### config.mk
export PLATFORM = sky130hd
export DESIGN_NAME = wfer_ctrl
export DESIGN_NICKNAME = d
export VERILOG_FILES = /design/src/rtl/core/windowed_frequency_eviction_ranker_macros.svh /design/src/rtl/core/wfer_pkg.sv /design/src/rtl/core/wfer_ctrl.sv
export SDC_FILE = /design/constraint.sdc
export NUM_CORES = 1
export LEC_CHECK = 0
export BUFFER_PORTS_ARGS = -buffer_cell sky130_fd_sc_hd__buf_2
export CAP_MARGIN = 20
export CORE_MARGIN = 4
export CORE_UTILIZATION = 38
export DETAILED_ROUTE_END_ITERATION = 8
export HOLD_SLACK_MARGIN = 0.1
export PLACE_DENSITY_LB_ADDON = 0.05
export SLEW_MARGIN = 25
export SYNTH_ARGS = -nofsm -noshare
export SYNTH_HDL_FRONTEND = slang
export SYNTH_SLANG_ARGS = --single-unit
### constraint.sdc
create_clock -name clk -period 1.5 [get_ports clk]
set_clock_uncertainty 0.2 [all_clocks]
set_input_delay 0.075 -clock clk [delete_from_list [all_inputs] [get_ports clk]]
set_output_delay 0.075 -clock clk [all_outputs]
set_load 0.005 [all_outputs]
### src/rtl/core/windowed_frequency_eviction_ranker_macros.svh
// Assertion helpers used by the ranker top level.
`ifndef WINDOWED_FREQUENCY_EVICTION_RANKER_MACROS_SVH
`define WINDOWED_FREQUENCY_EVICTION_RANKER_MACROS_SVH

// Same-cycle implication, checked out of reset.
`define WFER_ASSERT_NOW(lbl, ante, cons, msg) \
    lbl: assert property (@(posedge clk) disable iff (!rst_n) (ante) |-> (cons)) \
        else $error(msg);

// Next-cycle implication, checked out of reset.
`define WFER_ASSERT_NEXT(lbl, ante, cons, msg) \
    lbl: assert property (@(posedge clk) disable iff (!rst_n) (ante) |=> (cons)) \
        else $error(msg);

`endif

### src/rtl/core/wfer_pkg.sv
package wfer_pkg;

    localparam int DEF_WINDOW_DEPTH = 1024;
    localparam int DEF_MAX_EVICT    = 64;

    localparam int KEY_W    = 64;
    localparam int LIM_W    = 7;
    localparam int ACNT_W   = 11;
    localparam int S_DATA_W = 72;
    localparam int M_DATA_W = 80;

    // Commands from the controller to the datapath.
    typedef struct packed {
        logic rec;
        logic start;
        logic cnt_rd;
        logic cnt_latch;
        logic cnt_skip;
        logic ins;
        logic srch_rd;
        logic srch_upd;
        logic srch_next;
        logic sel_init;
        logic sel_rd;
        logic sel_cmp;
        logic sel_pick;
        logic sel_key;
        logic ev_rd;
        logic ev_chk;
        logic emit;
        logic finish;
    } cmd_t;

    // Status from the datapath to the controller.
    typedef struct packed {
        logic cnt_end;
        logic key_zero;
        logic srch_end;
        logic srch_hit;
        logic lim_end;
        logic sel_end;
        logic best_v;
        logic out_free;
    } status_t;

endpackage

### src/rtl/core/wfer_ctrl.sv
module wfer_ctrl (
    input  logic             clk,
    input  logic             rst_n,
    input  logic             in_valid,
    input  logic             in_mode,
    input  wfer_pkg::status_t st,
    output logic             in_ready,
    output wfer_pkg::cmd_t   cmd
);
    import wfer_pkg::*;

    localparam logic [3:0] S_IDLE      = 4'd0;
    localparam logic [3:0] S_CNT_RD    = 4'd1;
    localparam logic [3:0] S_CNT_WAIT  = 4'd2;
    localparam logic [3:0] S_SRCH_RD   = 4'd3;
    localparam logic [3:0] S_SRCH_WAIT = 4'd4;
    localparam logic [3:0] S_SEL_INIT  = 4'd5;
    localparam logic [3:0] S_SEL_RD    = 4'd6;
    localparam logic [3:0] S_SEL_WAIT  = 4'd7;
    localparam logic [3:0] S_SEL_DONE  = 4'd8;
    localparam logic [3:0] S_SEL_KEY   = 4'd9;
    localparam logic [3:0] S_EV_RD     = 4'd10;
    localparam logic [3:0] S_EV_WAIT   = 4'd11;
    localparam logic [3:0] S_EMIT      = 4'd12;
    localparam logic [3:0] S_FINISH    = 4'd13;

    logic [3:0] state_reg;
    logic [3:0] state_next;

    // Sequencer for the count, select and evict passes.
    always_comb
    begin
        state_next = state_reg;
        cmd        = '0;
        in_ready   = 1'b0;
        case (state_reg)
            S_IDLE:
            begin
                in_ready = 1'b1;
                if (in_valid)
                begin
                    if (in_mode)
                    begin
                        cmd.start  = 1'b1;
                        state_next = S_CNT_RD;
                    end
                    else
                    begin
                        cmd.rec = 1'b1;
                    end
                end
            end
            S_CNT_RD:
            begin
                if (st.cnt_end)
                begin
                    state_next = S_SEL_INIT;
                end
                else
                begin
                    cmd.cnt_rd = 1'b1;
                    state_next = S_CNT_WAIT;
                end
            end
            S_CNT_WAIT:
            begin
                cmd.cnt_latch = 1'b1;
                if (st.key_zero)
                begin
                    cmd.cnt_skip = 1'b1;
                    state_next   = S_CNT_RD;
                end
                else
                begin
                    state_next = S_SRCH_RD;
                end
            end
            S_SRCH_RD:
            begin
                if (st.srch_end)
                begin
                    cmd.ins    = 1'b1;
                    state_next = S_CNT_RD;
                end
                else
                begin
                    cmd.srch_rd = 1'b1;
                    state_next  = S_SRCH_WAIT;
                end
            end
            S_SRCH_WAIT:
            begin
                if (st.srch_hit)
                begin
                    cmd.srch_upd = 1'b1;
                    state_next   = S_CNT_RD;
                end
                else
                begin
                    cmd.srch_next = 1'b1;
                    state_next    = S_SRCH_RD;
                end
            end
            S_SEL_INIT:
            begin
                if (st.lim_end)
                begin
                    state_next = S_FINISH;
                end
                else
                begin
                    cmd.sel_init = 1'b1;
                    state_next   = S_SEL_RD;
                end
            end
            S_SEL_RD:
            begin
                if (st.sel_end)
                begin
                    state_next = S_SEL_DONE;
                end
                else
                begin
                    cmd.sel_rd = 1'b1;
                    state_next = S_SEL_WAIT;
                end
            end
            S_SEL_WAIT:
            begin
                cmd.sel_cmp = 1'b1;
                state_next  = S_SEL_RD;
            end
            S_SEL_DONE:
            begin
                if (st.best_v)
                begin
                    cmd.sel_pick = 1'b1;
                    state_next   = S_SEL_KEY;
                end
                else
                begin
                    state_next = S_FINISH;
                end
            end
            S_SEL_KEY:
            begin
                cmd.sel_key = 1'b1;
                state_next  = S_EV_RD;
            end
            S_EV_RD:
            begin
                if (st.cnt_end)
                begin
                    state_next = S_EMIT;
                end
                else
                begin
                    cmd.ev_rd  = 1'b1;
                    state_next = S_EV_WAIT;
                end
            end
            S_EV_WAIT:
            begin
                cmd.ev_chk = 1'b1;
                state_next = S_EV_RD;
            end
            S_EMIT:
            begin
                if (st.out_free)
                begin
                    cmd.emit   = 1'b1;
                    state_next = S_SEL_INIT;
                end
            end
            S_FINISH:
            begin
                if (st.out_free)
                begin
                    cmd.finish = 1'b1;
                    state_next = S_IDLE;
                end
            end
            default:
            begin
                state_next = S_IDLE;
            end
        endcase
    end

    always_ff @(posedge clk or negedge rst_n)
    begin
        if (!rst_n)
        begin
            state_reg <= S_IDLE;
        end
        else
        begin
            state_reg <= state_next;
        end
    end

endmodule

==> results of run 1 <==
==> cell type report <==
type,instances,area [um2],area share (%)
clock buffer,3,22.5,1.86
inverter,3,11.3,0.929
multi-input combinational,66,588,48.5
sequential,4,105,8.67
tap,15,18.8,1.55
timing repair buffer,62,467,38.5
==> placed cells by master, fill, tap and decap left out, drive strengths merged, types with 4 or more instances in the layout <==
master / instances
buf: 55
nor2: 10
nand2: 8
dlygate4sd3: 7
nand2b: 4
dfrtp: 4
o21ai: 4
a21oi: 4
nor3: 4
==> worst min-delay path: stages <==
cell	delay (ns)
buf_2	0.11
o22a_1	0.14
o22a_1	0.13
o21ai_1	0.07
==> report_power, final <==
group	switching, W	internal [W]	total (W)
Combinational	0.000912	0.000943	0.00186
Clock	0.0000565	0.0000904	0.000147
Sequential	0.000138	0.000171	0.000309
==> what timing repair did <==
action                                  in CTS  in global routing
hold buffers                                 7                  0
endpoints found under the hold margin        7                  0
resized for setup                           34                 20
pin swaps                                    9                  8
buffers inserted                             7                  2
endpoints found under the setup margin      22                 23
==> cell families after synthesis <==
family | synth area share, %
compound gates | 24.4
buf+inv | 9.71
simple gates | 46.0
flops | 18.1
mux | 1.81
==> how the worst max path moves through the flow <==
stage	to	slack, ns	cells after the start
floorplan	state_reg[2]	-0.11	6
CTS	cmd[16]	-0.16	4
detailed placement	state_reg[0]	-0.08	4
global placement	state_reg[2]	-0.10	4
global route	cmd[16]	-0.28	5
finish	cmd[16]	-0.28	5
==> cells in the mapped netlist (all sizes together), types with 2 or more instances <==
library cell / instances
nor2: 10
nand2: 8
buf: 6
a21oi: 4
dfrtp: 4
nand2b: 4
nor3: 4
o21ai: 4
inv: 3
nor2b: 3
nor4: 3
a31oi: 2
and2: 2
and3: 2
clkbuf: 2
nor3b: 2
nor4b: 2
o22a: 2
==> metal layers <==
layer | track usage [%] | share of wire [%] | wire [um] | vias to the layer above
met5 | 0 | 0 | 0 | -
met4 | 0 | 3.0 | 87 | 0
met3 | 7.03 | 5.8 | 169 | 10
met2 | 41.8 | 52 | 1510 | 52
met1 | 28.8 | 39 | 1150 | 446
li1 | - | - | - | 410
==> per-stage QoR <==
| stage | total power, W | hold WS [ns] |
|---|---|---|
| final | 0.00231 | 0.118 |
| after global routing | 0.00241 | 0.135 |
| after CTS | 0.00196 | 0.108 |
| after detailed placement | 0.00136 | -0.317 |
| after global placement | 0.00136 | -0.316 |
| after floorplan | 0.000907 | -0.421 |
==> results.md, run 1 <==
* Req. time, crit path at 1.22 ns
* Setup TNS Final at -3.09 ns
* Worst setup SP type: register
* Max reg flops at 4
* Final #Nets at 152
* Clock Tree Root: clkbuf_4
* IO Port Bufs at 30
* Cell Area, Synth at 554 um2
* RR Endpoint: state_reg[0]
* GP Congestion at 0.826
* Fmax at 0.561 GHz
* Clk_lat worst skew at 0.25 ns
* Worst slack at placement at -0.0780 ns
* Period utilization at 119%
* Top cell by count, worst path: buf_4
* Top_reg_cell synth: dfrtp_1
* Site row count at 13
* First-pass GRT wire length at 3600 um
* Status: complete, but fails checks
* Max-slew headroom at 77.3%
* Vias in the first global route at 804
* Synth Net Count at 93
* CTS Buf Count at 3
* Synthesized flop and latch total at 4
* Vias at 918
* Die footprint at 2130 um2
* Setup crit end kind: output port
* Cell Count Post-Placement at 135
* TritonCTS clock tree: done
* Post-synth EDFFs at 0
* Worst min path class: in -> reg
* Failing checks: setup timing
* Worst Max-Slew Pin Slew at 0.335 ns
* Fraction of layout cells with a size suffix above 1 at 64.5%
* Min-delay src: st[2]
* Max cap viols at 0
* Syn Inst Count at 81
* Largest cells by area after synthesis: dfrtp_1 18%, nor2_1 6.8%, nand2_1 5.4%, nand2b_1 4.5%, a21oi_1 3.6%
* Avg Vias per Cell at 6.00
* Post-synth cell types at 37
* RSZ-0062 raised after global routing: yes
* Final hold vios at 0
* Ys Warns at 0
* DP Area at 808 um2
* WHS Path Cells at 4
* Fin. max-slew vios at 0
* LEAKAGE at 0.549 nW
* Endpoints failing setup at 23
* Final WL at 2920 um
* Bufs and invs on worst path at 3
* DRC viols at 0
* Avg Cell Area, Syn at 6.84 um2
* Final Util at 90.9%
* Slowest-stage cell, CP: dfrtp_2
* Post-synth top area share at 18.1%
* R2r setup slk at -0.14 ns
* Worst Hold End: state_reg[0]
* Largest net degree at the start of global routing at 10
* Total GRT Usage at 23.3%
* Routed len/inst at 19.1 um
* Initial core utilization at 41.6%
* Htree depth at 1
* Gr ovfl total at 0
* Register-to-Register Path Depth at 5
* Worst r2r src: state_reg[0]
* Final WS setup at -0.283 ns
* Clk sinks at 4
* WP data arrival at 1.51 ns
* Initial DRC Count at 21
* Chip width at 46.2 um
* Initial antenna violation count at 0
* Power density over the cells at 1910 nW/um2
* Layout Cells excl Fill at 153
* Family with the most delay on the worst path: flip-flops
* Critical Path Start: state_reg[0]
* Core Area at 1330 um2
* Register area share after synthesis at 18.1%
* Number of fill cells at 56
* Min Tclk post-route at 1.78 ns
* Die Span Y at 46.2 um
* Clock transition at the registers of the reported paths at 0.05 ns
* Area leader, netlist: dfrtp_1
* Crit path kind: reg -> out
* Maximum vdd drop at 0.00119 V
* Num ports at 31
* Dpl hpwl at 1470 um
* Largest stage delay, worst path at 0.46 ns
* Async set-reset flop share out of synthesis at 100%
* Clk buf depth at 2
* Antenna Nets Post-Route at 0
* CP max FO at 7
* Fin area at 1210 um2
* Cells along the critical path: buf_4 -> nor4_4 -> buf_4 -> and3_1 -> buf_2
* First drt pass iteration count at 4
* Ant diodes at 0
* Synth-to-layout area growth at 119%
(Power assumes the default switching activity.)
==> run 2: changes to the inputs <==
--- a/config.mk
+++ b/config.mk
@@ -11,7 +11,7 @@
 export CORE_UTILIZATION = 38
 export DETAILED_ROUTE_END_ITERATION = 8
 export HOLD_SLACK_MARGIN = 0.1
-export PLACE_DENSITY_LB_ADDON = 0.05
+export PLACE_DENSITY = 0.74
 export SLEW_MARGIN = 25
 export SYNTH_ARGS = -nofsm -noshare
 export SYNTH_HDL_FRONTEND = slang
==> results.md, run 2 (synthesis gave the netlist of run 1 again) <==
* Status: complete, but fails checks
* Failing checks: setup timing
* Largest net degree at the start of global routing at 10 (unchanged)
* First-pass GRT wire length at 4340 um (+21%)
* Clk buf depth at 2 (unchanged)
* Setup TNS Final at -3.42 ns (-0.327 ns)
* Met1 usage at 39.5% (+11 points)
* Chip width at 46.2 um (unchanged)
* Min-delay src: st[2]
* Initial DRC Count at 71 (+240%)
* Period utilization at 121% (+2.3 points)
* Crit path kind: reg -> out
* Gr ovfl total at 0 (unchanged)
* Final WS setup at -0.318 ns (-0.0352 ns)
* Site row count at 13 (unchanged)
* Core Area at 1330 um2 (unchanged)
* WHS Path Cells at 4 (unchanged)
* Fmax at 0.550 GHz (-1.9%)
* Die Span Y at 46.2 um (unchanged)
* RSZ-0062 raised after global routing: yes
* Initial core utilization at 41.6% (unchanged)
* Register-to-Register Path Depth at 5 (unchanged)
* Fraction of layout cells with a size suffix above 1 at 64.7% (+0.26 points)
* TritonCTS clock tree: done
* Clock transition at the registers of the reported paths at 0.04 ns (about the same)
* WP data arrival at 1.54 ns (+0.03 ns)
* Max reg flops at 4 (unchanged)
* CTS Buf Count at 3 (unchanged)
* Antenna Nets Post-Route at 0 (unchanged)
* Max-slew headroom at 82.2% (+4.8 points)
* Clock Tree Root: clkbuf_4
* Final Power at 0.00236 W (+2.0%)
* Most frequent cells in the layout: 30 x buf_2, 14 x buf_4, 10 x buf_6
* Min Tclk post-route at 1.82 ns (+0.0352 ns)
* Critical Path Start: state_reg[0]
* Endpoints failing setup at 22 (-4.3%)
* Vias at 1,004 (+9.4%)
* Cell Count Post-Placement at 138 (+2.2%)
* Final WL at 3440 um (+18%)
* Dpl hpwl at 1510 um (+3.0%)
* Met2 Use GR at 44.0% (+2.2 points)
* Htree depth at 1 (unchanged)
* DRC viols at 0 (unchanged)
* IO Port Bufs at 30 (unchanged)
* Power density over the cells at 1970 nW/um2 (+3.2%)
* Ant diodes at 0 (unchanged)
* Worst Max-Slew Pin Slew at 0.265 ns (-0.0699 ns)
* Die footprint at 2130 um2 (unchanged)
* Clk_lat worst skew at 0.24 ns (about the same)
* Worst setup SP type: register
* Setup crit end kind: output port
* GP Congestion at 0.920 (+11%)
* Initial antenna violation count at 0 (unchanged)
* Grt met3 use at 6.25% (-0.78 points)
* Final Util at 89.8% (-1.1 points)
* Vias in the first global route at 867 (+7.8%)
* Req. time, crit path at 1.22 ns (about the same)
* Final hold vios at 0 (unchanged)
* Commonest non-fill, non-tap cell in the layout: buf_2
* Worst min path class: in -> reg
* Avg Vias per Cell at 6.52 (+8.7%)
* Layout Cells excl Fill at 154 (+0.65%)
* Fin. max-slew vios at 0 (unchanged)
* Hold slack at 0.114 ns (-0.00427 ns)
* Maximum vdd drop at 0.00123 V (+2.9%)
* Max cap viols at 0 (unchanged)
* Most Crowded Layer GR: met2
* Synth-to-layout area growth at 116%
* Routed len/inst at 22.3 um (+17%)
* LEAKAGE at 0.560 nW (+2.1%)
* Final #Nets at 153 (+0.66%)
* Worst r2r src: state_reg[0]
* Num ports at 31 (unchanged)
* Total GRT Usage at 28.4% (+5.1 points)
* First drt pass iteration count at 5 (+1)
* Clk sinks at 4 (unchanged)
* CP max FO at 6 (-1)
run 2: cell types whose count changed in the layout (fill, tap and decap cells not counted), moves of 2 or more:
| cell | delta |
|---|---|
| buf_6 | -3 |
| buf_4 | +2 |
| dlygate4sd3_1 | +2 |
| nor2_2 | +2 |
| o21ai_1 | -2 |
| o21ai_2 | +2 |
run 2: worst paths after layout:
kind	to	slack, ns
worst min register to register	state_reg[1]	0.64
worst max-delay path	cmd[17]	-0.32
worst max register to register	state_reg[0]	-0.23
worst min-delay path	state_reg[2]	0.11
max in group asynchronous	state_reg[0]	0.31
min in group asynchronous	state_reg[3]	0.56
run 2: layout make-up:
type                       count  area [um2]
tap                           15        18.8
inverter                       3        11.3
timing repair buffer          63         458
clock buffer                   3        22.5
sequential                     4         105
fill                          65         136
multi-input combinational     66         582
run 2: report_power, final:
part	total, W	switching [W]	internal (W)	leakage (nW)
clock network	0.000145	0.0000543	0.0000902	0.0138
registers	0.000322	0.000151	0.000171	0.0447
logic	0.00189	0.000954	0.000936	0.501
total	0.00236	0.00116	0.00120	0.560
run 2: stage by stage:
stage	setup slack (ns)	instance area, um2
2_1_floorplan	-0.106	554
3_3_place_gp	-0.0611	831
3_5_place_dp	-0.0683	831
4_1_cts	-0.160	1130
5_1_grt	-0.362	1200
6_report	-0.318	1200
run 2: metal layers:
metal / wire [um] / vias up
li1: - / 411
met1: 1250 / 482
met2: 1660 / 93
met3: 372 / 18
met4: 161 / 0
met5: 0 / -
run 2: what timing repair did:
item | 4_1_cts | 5_1_grt
endpoints found under the setup margin | 21 | 22
pin swaps | 8 | 2
setup buffers | 4 | 0
resized for setup | 33 | 15
hold buffers | 9 | 0
hold endpoints to repair | 8 | 0
run 2: critical path, stage by stage (launching register included):
cell and delay [ns]:
dfrtp_2 0.47, nor4_4 0.35, buf_4 0.19, nand2_1 0.07, nor2_1 0.10, buf_2 0.13
